$ cat config.mk
export PLATFORM = sky130hd
export DESIGN_NAME = byte_operand_address_mode_fetch_top
export DESIGN_NICKNAME = d
export VERILOG_FILES = /design/src/sv/bam_pkg.sv /design/src/sv/bam_regfile.sv /design/src/sv/bam_fetch_ctl.sv /design/src/sv/byte_operand_address_mode_fetch_top.sv
export SDC_FILE = /design/constraint.sdc
export NUM_CORES = 1
export LEC_CHECK = 0
export BUFFER_PORTS_ARGS = -buffer_cell sky130_fd_sc_hd__clkbuf_2
export CORE_UTILIZATION = 60
export CTS_BUF_LIST = sky130_fd_sc_hd__clkbuf_8 sky130_fd_sc_hd__clkbuf_16
export DETAILED_ROUTE_END_ITERATION = 8
export PLACE_DENSITY = 0.91
export SKIP_LAST_GASP = 1
export SLEW_MARGIN = 30
export SYNTH_ARGS = -nofsm -noshare
export SYNTH_HDL_FRONTEND = slang
export SYNTH_SLANG_ARGS = --single-unit
export TNS_END_PERCENT = 50
$ cat constraint.sdc
create_clock -name clock -period 16.2 [get_ports clock]
set_clock_uncertainty 0.1 [all_clocks]
set_input_delay 1.62 -clock clock [delete_from_list [all_inputs] [get_ports clock]]
set_output_delay 1.62 -clock clock [all_outputs]
set_load 0.01 [all_outputs]
$ cat src/sv/bam_pkg.sv
`timescale 1ns / 1ps

package bam_pkg;

   localparam int RegCount = 8;
   localparam int RegIdxW = 3;
   localparam int WordW = 16;
   localparam int ByteW = 8;

   // item opcodes
   localparam logic [1:0] OP_WRITE = 2'd0;
   localparam logic [1:0] OP_START = 2'd1;
   localparam logic [1:0] OP_REPLY = 2'd2;
   localparam logic [1:0] OP_READ  = 2'd3;

   // result kinds
   localparam logic [1:0] KIND_REQ      = 2'd0;
   localparam logic [1:0] KIND_DONE     = 2'd1;
   localparam logic [1:0] KIND_FAIL     = 2'd2;
   localparam logic [1:0] KIND_READBACK = 2'd3;

   // fetch phases
   localparam logic [1:0] PH_IDLE  = 2'd0;
   localparam logic [1:0] PH_FIRST = 2'd1;
   localparam logic [1:0] PH_DEFER = 2'd2;
   localparam logic [1:0] PH_DATA  = 2'd3;

   // addressing modes
   localparam logic [2:0] MODE_REG      = 3'd0;
   localparam logic [2:0] MODE_DEF      = 3'd1;
   localparam logic [2:0] MODE_AINC     = 3'd2;
   localparam logic [2:0] MODE_AINC_DEF = 3'd3;
   localparam logic [2:0] MODE_ADEC     = 3'd4;
   localparam logic [2:0] MODE_ADEC_DEF = 3'd5;
   localparam logic [2:0] MODE_IDX      = 3'd6;
   localparam logic [2:0] MODE_IDX_DEF  = 3'd7;

   localparam logic [RegIdxW-1:0] REG_SP = 3'd6;
   localparam logic [RegIdxW-1:0] REG_PC = 3'd7;

   localparam logic [WordW-1:0] WORD_STEP = 16'd2;
   localparam logic [WordW-1:0] ADDR_MASK = 16'hFFFE;

   typedef struct packed {
      logic [1:0]         opcode;
      logic [RegIdxW-1:0] reg_index;
      logic [WordW-1:0]   reg_value;
      logic [2:0]         mode;
      logic               update_registers;
      logic [WordW-1:0]   read_data;
      logic               read_ok;
   } item_type;

   typedef struct packed {
      logic               en;
      logic [RegIdxW-1:0] index;
      logic [WordW-1:0]   data;
   } reg_wr_type;

   typedef struct packed {
      logic [1:0]       result_kind;
      logic [WordW-1:0] read_address;
      logic [ByteW-1:0] byte_value;
      logic [WordW-1:0] register_contents;
   } result_type;

   // autoincrement / autodecrement step: two for sp and pc, one otherwise
   function automatic logic [WordW-1:0] step_size(input logic [RegIdxW-1:0] r);
      logic [WordW-1:0] s;
      s = (r == REG_SP || r == REG_PC) ? WORD_STEP : 16'd1;
      return s;
   endfunction

endpackage

$ cat src/sv/bam_regfile.sv
`timescale 1ns / 1ps

module bam_regfile
   import bam_pkg::*;
(
   input  logic                clock,
   input  logic                reset,
   input  reg_wr_type          wr,
   input  logic [RegIdxW-1:0]  rd_index,
   output logic [WordW-1:0]    rd_data,
   output logic [WordW-1:0]    pc_data
);

   logic [WordW-1:0] regs_ff [RegCount];

   always_ff @(posedge clock) begin
      if (reset) begin
         for (int i = 0; i < RegCount; i++) begin
            regs_ff[i] <= '0;
         end
      end else if (wr.en) begin
         regs_ff[wr.index] <= wr.data;
      end
   end

   assign rd_data = regs_ff[rd_index];
   assign pc_data = regs_ff[REG_PC];

endmodule

$ cat src/sv/bam_fetch_ctl.sv
`timescale 1ns / 1ps

module bam_fetch_ctl
   import bam_pkg::*;
(
   input  logic                clock,
   input  logic                reset,
   input  logic                fire,
   input  item_type            item,
   input  logic [WordW-1:0]    rd_data,
   input  logic [WordW-1:0]    pc_data,
   output logic [RegIdxW-1:0]  rd_index,
   output reg_wr_type          wr,
   output logic                res_valid,
   output result_type          res
);

   logic [1:0]         phase_ff, phase_in;
   logic [2:0]         mode_ff, mode_in;
   logic [RegIdxW-1:0] ridx_ff, ridx_in;
   logic               hi_ff, hi_in;
   logic               upd_ff, upd_in;

   logic [WordW-1:0] addr;
   logic [WordW-1:0] idx_base;
   reg_wr_type       wr_c;

   assign rd_index = (item.opcode == OP_REPLY) ? ridx_ff : item.reg_index;

   // pc as base register sees the index word already skipped
   assign idx_base = rd_data + ((ridx_ff == REG_PC) ? WORD_STEP : '0);

   always_comb begin
      phase_in  = phase_ff;
      mode_in   = mode_ff;
      ridx_in   = ridx_ff;
      hi_in     = hi_ff;
      upd_in    = upd_ff;
      wr_c      = '0;
      res_valid = 1'b0;
      res       = '0;
      addr      = '0;

      case (item.opcode)
         OP_WRITE: begin
            wr_c.en    = 1'b1;
            wr_c.index = item.reg_index;
            wr_c.data  = item.reg_value;
         end
         OP_READ: begin
            res_valid             = 1'b1;
            res.result_kind       = KIND_READBACK;
            res.register_contents = rd_data;
         end
         OP_START: begin
            mode_in    = item.mode;
            ridx_in    = item.reg_index;
            upd_in     = item.update_registers;
            res_valid  = 1'b1;
            wr_c.index = item.reg_index;
            case (item.mode)
               MODE_REG: begin
                  phase_in       = PH_IDLE;
                  res.result_kind = KIND_DONE;
                  res.byte_value = rd_data[ByteW-1:0];
               end
               MODE_DEF: begin
                  addr     = rd_data;
                  phase_in = PH_DATA;
               end
               MODE_AINC: begin
                  addr      = rd_data;
                  wr_c.en   = item.update_registers;
                  wr_c.data = rd_data + step_size(item.reg_index);
                  phase_in  = PH_DATA;
               end
               MODE_AINC_DEF: begin
                  addr      = rd_data;
                  wr_c.en   = item.update_registers;
                  wr_c.data = rd_data + WORD_STEP;
                  phase_in  = PH_FIRST;
               end
               MODE_ADEC: begin
                  addr      = rd_data - step_size(item.reg_index);
                  wr_c.en   = item.update_registers;
                  wr_c.data = addr;
                  phase_in  = PH_DATA;
               end
               MODE_ADEC_DEF: begin
                  addr      = rd_data - WORD_STEP;
                  wr_c.en   = item.update_registers;
                  wr_c.data = addr;
                  phase_in  = PH_FIRST;
               end
               default: begin
                  addr     = pc_data;
                  phase_in = PH_FIRST;
               end
            endcase
            if (item.mode != MODE_REG) begin
               res.result_kind  = KIND_REQ;
               res.read_address = addr & ADDR_MASK;
               if (phase_in == PH_DATA) begin
                  hi_in = addr[0];
               end
            end
         end
         default: begin
            // memory reply
            if (phase_ff != PH_IDLE) begin
               res_valid = 1'b1;
               if (!item.read_ok) begin
                  phase_in        = PH_IDLE;
                  res.result_kind = KIND_FAIL;
               end else begin
                  case (phase_ff)
                     PH_DATA: begin
                        phase_in        = PH_IDLE;
                        res.result_kind = KIND_DONE;
                        res.byte_value  = hi_ff ? item.read_data[WordW-1:ByteW]
                                                : item.read_data[ByteW-1:0];
                     end
                     PH_DEFER: begin
                        addr     = item.read_data;
                        phase_in = PH_DATA;
                     end
                     default: begin
                        if (mode_ff inside {MODE_AINC_DEF, MODE_ADEC_DEF}) begin
                           addr     = item.read_data;
                           phase_in = PH_DATA;
                        end else begin
                           addr       = item.read_data + idx_base;
                           wr_c.en    = upd_ff;
                           wr_c.index = REG_PC;
                           wr_c.data  = pc_data + WORD_STEP;
                           phase_in   = (mode_ff == MODE_IDX) ? PH_DATA : PH_DEFER;
                        end
                     end
                  endcase
                  if (phase_ff != PH_DATA) begin
                     res.result_kind  = KIND_REQ;
                     res.read_address = addr & ADDR_MASK;
                     if (phase_in == PH_DATA) begin
                        hi_in = addr[0];
                     end
                  end
               end
            end
         end
      endcase
   end

   assign wr = '{en: wr_c.en & fire, index: wr_c.index, data: wr_c.data};

   always_ff @(posedge clock) begin
      if (reset) begin
         phase_ff <= PH_IDLE;
         mode_ff  <= '0;
         ridx_ff  <= '0;
         hi_ff    <= 1'b0;
         upd_ff   <= 1'b0;
      end else if (fire) begin
         phase_ff <= phase_in;
         mode_ff  <= mode_in;
         ridx_ff  <= ridx_in;
         hi_ff    <= hi_in;
         upd_ff   <= upd_in;
      end
   end

endmodule

$ cat src/sv/byte_operand_address_mode_fetch_top.sv
`timescale 1ns / 1ps

// channel   direction  handshake                 payload
// req_*     in         req_valid / req_stall     opcode, reg_index, reg_value, mode,
//                                                update_registers, read_data, read_ok
// rsp_*     out        rsp_valid / rsp_stall     result_kind, read_address, byte_value,
//                                                register_contents
//
// every item goes from transfer into the input register, then through the mode logic
// into the result register; one item per cycle sustained while rsp_stall stays low
// reset clears the register file to zero and the fetch sequencer to idle
// a stalled result holds in the result register; the input register still drains
// into it in the cycle the result is taken, so rsp_stall backs up to req_stall
// items that give no result (register writes, replies while idle) still wait for a free result register

module byte_operand_address_mode_fetch_top
   import bam_pkg::*;
(
   input  logic                clock,
   input  logic                reset,
   // item channel
   input  logic                req_valid,
   output logic                req_stall,
   input  logic [1:0]          req_opcode,
   input  logic [RegIdxW-1:0]  req_reg_index,
   input  logic [WordW-1:0]    req_reg_value,
   input  logic [2:0]          req_mode,
   input  logic                req_update_registers,
   input  logic [WordW-1:0]    req_read_data,
   input  logic                req_read_ok,
   // result channel
   output logic                rsp_valid,
   input  logic                rsp_stall,
   output logic [1:0]          rsp_result_kind,
   output logic [WordW-1:0]    rsp_read_address,
   output logic [ByteW-1:0]    rsp_byte_value,
   output logic [WordW-1:0]    rsp_register_contents
);

   // input register
   logic     in_valid_ff, in_valid_in;
   item_type item_ff;

   // result register
   logic       out_valid_ff, out_valid_in;
   result_type out_ff;

   logic               out_free;
   logic               fire;
   logic               req_xfer;
   logic [RegIdxW-1:0] rd_index;
   logic [WordW-1:0]   rd_data;
   logic [WordW-1:0]   pc_data;
   reg_wr_type         wr;
   logic               res_valid;
   result_type         res;

   // result register can take a new value when empty or being emptied this cycle
   assign out_free  = !out_valid_ff || !rsp_stall;
   assign fire      = in_valid_ff && out_free;
   assign req_stall = in_valid_ff && !out_free;
   assign req_xfer  = req_valid && !req_stall;

   assign in_valid_in  = req_xfer || (in_valid_ff && !fire);
   assign out_valid_in = fire ? res_valid : (out_valid_ff && rsp_stall);

   always_ff @(posedge clock) begin
      if (reset) begin
         in_valid_ff  <= 1'b0;
         out_valid_ff <= 1'b0;
      end else begin
         in_valid_ff  <= in_valid_in;
         out_valid_ff <= out_valid_in;
      end
   end

   // payload registers, no reset needed
   always_ff @(posedge clock) begin
      if (req_xfer) begin
         item_ff <= '{opcode: req_opcode, reg_index: req_reg_index,
                      reg_value: req_reg_value, mode: req_mode,
                      update_registers: req_update_registers,
                      read_data: req_read_data, read_ok: req_read_ok};
      end
      if (fire && res_valid) begin
         out_ff <= res;
      end
   end

   bam_regfile u_regfile (
      .clock    (clock),
      .reset    (reset),
      .wr       (wr),
      .rd_index (rd_index),
      .rd_data  (rd_data),
      .pc_data  (pc_data)
   );

   // mode decode, address arithmetic and fetch sequencing
   bam_fetch_ctl u_fetch_ctl (
      .clock     (clock),
      .reset     (reset),
      .fire      (fire),
      .item      (item_ff),
      .rd_data   (rd_data),
      .pc_data   (pc_data),
      .rd_index  (rd_index),
      .wr        (wr),
      .res_valid (res_valid),
      .res       (res)
   );

   assign rsp_valid             = out_valid_ff;
   assign rsp_result_kind       = out_ff.result_kind;
   assign rsp_read_address      = out_ff.read_address;
   assign rsp_byte_value        = out_ff.byte_value;
   assign rsp_register_contents = out_ff.register_contents;

   // stall only ever comes from a held item in the input register
   a_stall_has_item: assert property (@(posedge clock) disable iff (reset)
      req_stall |-> in_valid_ff)
      else $error("req_stall without a held item");

   // memory requests are word aligned
   a_req_aligned: assert property (@(posedge clock) disable iff (reset)
      rsp_valid && rsp_result_kind == KIND_REQ |-> !rsp_read_address[0])
      else $error("odd request address");

   // byte value only carried by a finished operand
   a_byte_zero: assert property (@(posedge clock) disable iff (reset)
      rsp_valid && rsp_result_kind != KIND_DONE |-> rsp_byte_value == '0)
      else $error("stray byte value");

   // register contents only carried by a readback
   a_contents_zero: assert property (@(posedge clock) disable iff (reset)
      rsp_valid && rsp_result_kind != KIND_READBACK |-> rsp_register_contents == '0)
      else $error("stray register contents");

endmodule

After elaboration in Yosys (flattened, before gate mapping)
Memories as Yosys holds them, arrays and structs flattened.
Index checks and enable logic that the tools add are counted.
W data, S select, Z words.
{"block": "word_totals", "romBits": 0, "input_bits": 46, "word_cells": 137, "latch_bits": 0, "mem_count": 1, "register_bits": 96, "ram_bits": 128}
{"block": "classes", "shift": 0, "n_mul": 0, "n_eq_ne": 21, "reduce_logical": 34, "mux": 54, "bitwise": 2, "addsub": 7, "div_mod_pow": 0, "magnitude_cmp": 0}
{"memory": "u_regfile.regs_ff", "words": 8, "width": 16, "read_ports": 2, "rd_ports_with_merged_regs": 0, "wr": 8, "line": "bam_regfile.sv:14", "text": "logic [WordW-1:0] regs_ff [RegCount];"}
{"cell": "$pmux W16 S4", "n": 2}
{"cell": "$mux W20", "n": 4}
{"cell": "$pmux W20 S3", "n": 1}
{"cell": "$pmux W24 S2", "n": 1}
{"cell": "$mux W17", "n": 2}
{"cell": "$add A16 B16 Y16", "n": 2}
{"cell": "$add A16 B2 Y16 const B", "n": 2}
{"cell": "$mux W16", "n": 2}
{"cell": "$pmux W16 S2", "n": 1}
{"cell": "$mux W26", "n": 1}
{"cell": "$mux W24", "n": 1}
{"cell": "$mux W8", "n": 3}
{"cell": "$eq A3 B3 Y1 const B", "n": 7}
{"cell": "$mux W2", "n": 10}
{"cell": "$mux W1", "n": 18}
{"cell": "$add A16 B2 Y16", "n": 1}
{"cell": "$reduce_or A16 Y1", "n": 1}
{"cell": "$sub A16 B16 Y16", "n": 1}
{"cell": "$sub A16 B2 Y16 const B", "n": 1}
{"cell": "$eq A2 B2 Y1 const B", "n": 6}
{"cell": "$pmux W2 S2", "n": 3}
{"cell": "$reduce_bool A2 Y1", "n": 6}
{"cell": "$eq A3 B2 Y1 const B", "n": 3}
{"cell": "$reduce_or A3 Y1", "n": 3}
{"cell": "other kinds (20)", "n": 36}

Depth between registers and ports, before layout
{"block": "logic_depth", "depth_word": 13, "depth_mapped": 22, "ltp_nobuf": 19}

Hierarchy
From an unflattened synthesis, not the netlist that was laid out.
{"block": "hier_totals", "cells_unflattened": 1069, "hier_area_um2": 12534.5}
{"mod": "bam_regfile", "area_each_um2": 5835.6, "instances": 1, "seq_area_each_um2": 3843.7, "cells_each": 373}
{"mod": "bam_fetch_ctl", "area_each_um2": 4082.7, "instances": 1, "seq_area_each_um2": 200.2, "cells_each": 600}
{"mod": "byte_operand_address_mode_fetch_top", "area_each_um2": 2616.3, "instances": 1, "seq_area_each_um2": 2562.5, "cells_each": 96}

Worst setup path after synthesis
No wires, ideal clock.
{"block": "synth_timing", "kind": "flip-flop to flip-flop", "from": "reg item_ff[40] (netlist name)", "to": "reg out_ff, in the netlist rsp_read_address[13] (data pin)", "period_less_slack_ns": 5.451, "stages_incl_launch_ff": 20, "required_ns": 15.827, "slack_ns": 10.749, "arrival_ns": 5.078, "path_buffers": 1, "setup_ns": 0.273, "cell_sequence": "edfxtp_1 inv_1 ha_1 mux2i_4 buf_12 mux4_2 mux2i_4 inv_1 fa_1 ha_1 fa_1 a21o_1 a311oi_1 o21ai_0 a41o_1 o41ai_1 xor2_1 a211oi_1 a21oi_1 o22ai_1"}
{"item": "start, declared", "line": "byte_operand_address_mode_fetch_top.sv:42", "text": "item_type item_ff;"}
{"item": "start signal, assigned", "line": "byte_operand_address_mode_fetch_top.sv:80", "text": "item_ff <= '{opcode: req_opcode, reg_index: req_reg_index,"}
{"item": "end signal, assigned", "line": "byte_operand_address_mode_fetch_top.sv:86", "text": "out_ff <= res;"}
{"item": "end, declared", "line": "byte_operand_address_mode_fetch_top.sv:46", "text": "result_type out_ff;"}

==> flow_metrics.tcl <==
set metrics [dict create \
    finalWirelength_um 33600 \
    cts_sinks 223 \
    layout-drive-gt1-share 0.168 \
    setup_tns_ps 0 \
    drt_iter0_drc 1322 \
    die_y_um 146 \
    hold_depth 2 \
    ir_drop_mv 0.0860 \
    ys_seq_area_frac 0.531 \
    synth_nets 1178 \
    synth-async-reset-ratio 0 \
    finalSetupViolations 0 \
    postCtsHoldBufs 0 \
    clockBufferDepth 3 \
    grt_max_degree 42 \
    finalCriticalPeriod_ps 6450 \
    hold_viol 0 \
    yosysTopAreaCellShare 0.512 \
    htreeDepth 1 \
    status "finished, final reports clean" \
    max_freq_mhz 155 \
    critPathArrivalTime_ps 6580 \
    period_share 0.398 \
    place_worst_setup_slack_ps 9840 \
    dp_hpwl_um 23000 \
    ys_warn_count 0 \
    mappedNetlistArea_um2 12400 \
    synth_flop_cell "edfxtp_1" \
    grt.overflow.total 0 \
    hold_path_class "reg2reg" \
    syn_to_final_growth_pct 10.9 \
    grt_pass1_vias 9301 \
    cts_resized 0 \
    tightest_slew_ps 1040 \
    layout.nets 1244 \
    yosysUniqueCellTypes 83 \
    postCtsSetupBuffers 0 \
    relSlewSlack 0.306 \
    wl_per_cell_um 23.4 \
    power_density_nw_per_um2 103 \
    io_pins 90 \
    core_um2 20200 \
    synth_edf_count 211 \
    grt_antenna_before_repair 0 \
    synth_cells 1088 \
    leakage_nw 5.07 \
    hold-worst-slack_ps 401 \
    worstRegToRegCells 18 \
    numCtsBuffers 23 \
    drc 0 \
    die_x_um 146 \
    path_max_fanout 12 \
    ys_ff_latch 223 \
    cts-root-buf "clkbuf_16" \
    drt_first_pass_iters 6 \
    num_rows 52 \
    n_antenna_cell 0 \
    critPathKind "reg2reg" \
    yosysTopAreaCell "edfxtp_1" \
    end_kind "flip-flop" \
    required_ps 16330 \
    die_area_um2 21200 \
    start_kind "flip-flop" \
    max_cap_viol_count 0 \
    path_clk_slew_ps 60 \
    syn_area_per_cell_um2 11.4 \
    setup_slack_ps 9750 \
    synth_area_leaders "edfxtp_1 (51%), nor2_1 (5.6%), ha_1 (4.0%)" \
    clk_latency_ps 510 \
    portBuffers 88 \
    grt_pass1_wl_um 51700 \
    num_vias 9640 \
    finalMaxSlewViolations 0 \
    track_usage 0.319 \
    antenna_left 0 \
    cts_tree "built" \
    place.gp.congestion 0.943 \
    start_util 0.612 \
    rsz0062_at_grt "false" \
    via_per_inst 6.70 \
]
==> registers in the layout, indices dropped and copies added, names as in the netlist <==
register / count
u_regfile.regs_ff: 128
item_ff: 42
rsp_register_contents: 16
rsp_read_address: 15
rsp_byte_value: 8
u_fetch_ctl.mode_ff: 3
u_fetch_ctl.ridx_ff: 3
rsp_result_kind: 2
u_fetch_ctl.phase_ff: 2
in_valid_ff: 1
rsp_valid: 1
u_fetch_ctl.hi_ff: 1
u_fetch_ctl.upd_ff: 1
==> metrics by stage <==
step / util / instance area, µm² / power, W / std cells
3_3_place_gp: 0.639 / 12900 / 0.000908 / 1393
5_1_grt: 0.679 / 13700 / 0.00146 / 1439
2_1_floorplan: - / 12400 / 0.000852 / 1088
3_5_place_dp: 0.642 / 13000 / 0.000918 / 1397
6_report: 0.679 / 13700 / 0.00142 / 1439
4_1_cts: 0.677 / 13700 / 0.00141 / 1437
==> cell usage in the layout (no fill, tap or decap), types with 6 or more instances in the layout <==
cell type  instances
mux4_2            17
clkbuf_2          90
a21oi_1           65
nand2b_2           7
nor2b_1           18
a211oi_1          11
nor2_1           184
inv_1             24
ha_1              40
and2_1            11
or2_2              9
mux2i_1           39
xnor2_1           28
a22oi_1           12
clkinv_1           9
o211ai_1           6
o21ai_0           36
o31ai_1            7
o22ai_1           19
nand3_1           20
dfxtp_1           12
nand2b_1          17
o221ai_1           9
a31oi_1            8
mux4_1             8
clkbuf_16         23
nand2_1           67
nor3_1            17
and3_1            14
edfxtp_1         211
nand4_1            6
buf_4             11
xor2_1            14
==> logic make-up after synthesis <==
kind of cell | Yosys count | share of synthesized area
AND/OR/NAND/NOR | 396 | 0.149
XOR/XNOR | 42 | 0.0297
buffers and inverters | 89 | 0.0337
multiplexers | 71 | 0.0897
flip-flops | 223 | 0.531
AO/OA/AOI/OAI | 222 | 0.120
adder cells (fa/ha/maj) | 44 | 0.0469
other | 1 | 0.000303
==> critical path, cell delays in order (launching register included) <==
cell	delay [ps]
edfxtp_1	420
inv_1	120
ha_1	590
mux2i_4	540
mux4_1	660
mux2i_4	350
inv_1	230
fa_1	500
ha_1	250
fa_1	420
a21o_1	230
a311oi_1	320
o21ai_0	210
a41o_1	300
o41ai_1	400
xor2_1	190
a211oi_1	90
a21oi_1	150
o22ai_1	100
==> worst paths after layout <==
kind / startpoint / to / slack (ps)
hold / removal: rsp_valid$_SDFF_PP0_ / rsp_valid$_SDFF_PP0_ / 400
setup reg to reg: item_ff[40]$_DFFE_PP_ / rsp_read_address[13]$_DFFE_PP_ / 9750
setup / recovery: item_ff[40]$_DFFE_PP_ / rsp_read_address[13]$_DFFE_PP_ / 9750
hold reg to reg: rsp_valid$_SDFF_PP0_ / rsp_valid$_SDFF_PP0_ / 400
==> Yosys cell counts, types with 3 or more instances <==
library cell  count
mux2i_1          39
o31ai_1           7
a31oi_1           8
a311oi_1          3
ha_1             40
dfxtp_1          12
buf_4             4
fa_1              4
a211oi_1         12
o21ai_0          36
clkbuf_1         48
o22ai_1          19
nand4_1           6
and3_1           14
nor3_1           17
nor2b_1          19
o221ai_1          9
mux2i_4           4
buf_2             4
or4_1             5
a32oi_1           5
mux4_2           17
and2_1           11
xnor2_1          28
o21ai_1           3
a21oi_1          65
o211ai_1          6
nand2b_1         24
or3_1             3
edfxtp_1        211
buf_6             4
or2_2             9
a221oi_1          3
nor4_1            5
inv_1            23
xor2_1           14
nand2_1          67
a22oi_1          12
o311ai_0          3
nand3_1          21
mux4_1            8
nor2_1          184
==> report_power, final <==
part / switching [W] / internal [W] / total [W]
combinational: 0.000152 / 0.0000934 / 0.000246
sequential: 0.0000155 / 0.000654 / 0.000670
clock: 0.000217 / 0.000289 / 0.000505
==> cell type report <==
class / instances / area, µm²
clock buffer: 23 / 576
fill: 1412 / 6500
inverter: 25 / 93.8
tap: 270 / 338
multi-input combinational: 776 / 5420
timing repair buffer: 105 / 597
sequential: 223 / 6580
clock inverter: 17 / 129
==> per-layer routing <==
| metal | global-route usage | share of wire |
|---|---|---|
| met5 | 0 | 0 |
| met1 | 0.440 | 0.38 |
| met2 | 0.504 | 0.46 |
| met3 | 0.0693 | 0.12 |
| met4 | 0.109 | 0.039 |
No activity file was read; power rests on OpenSTA's default activity.
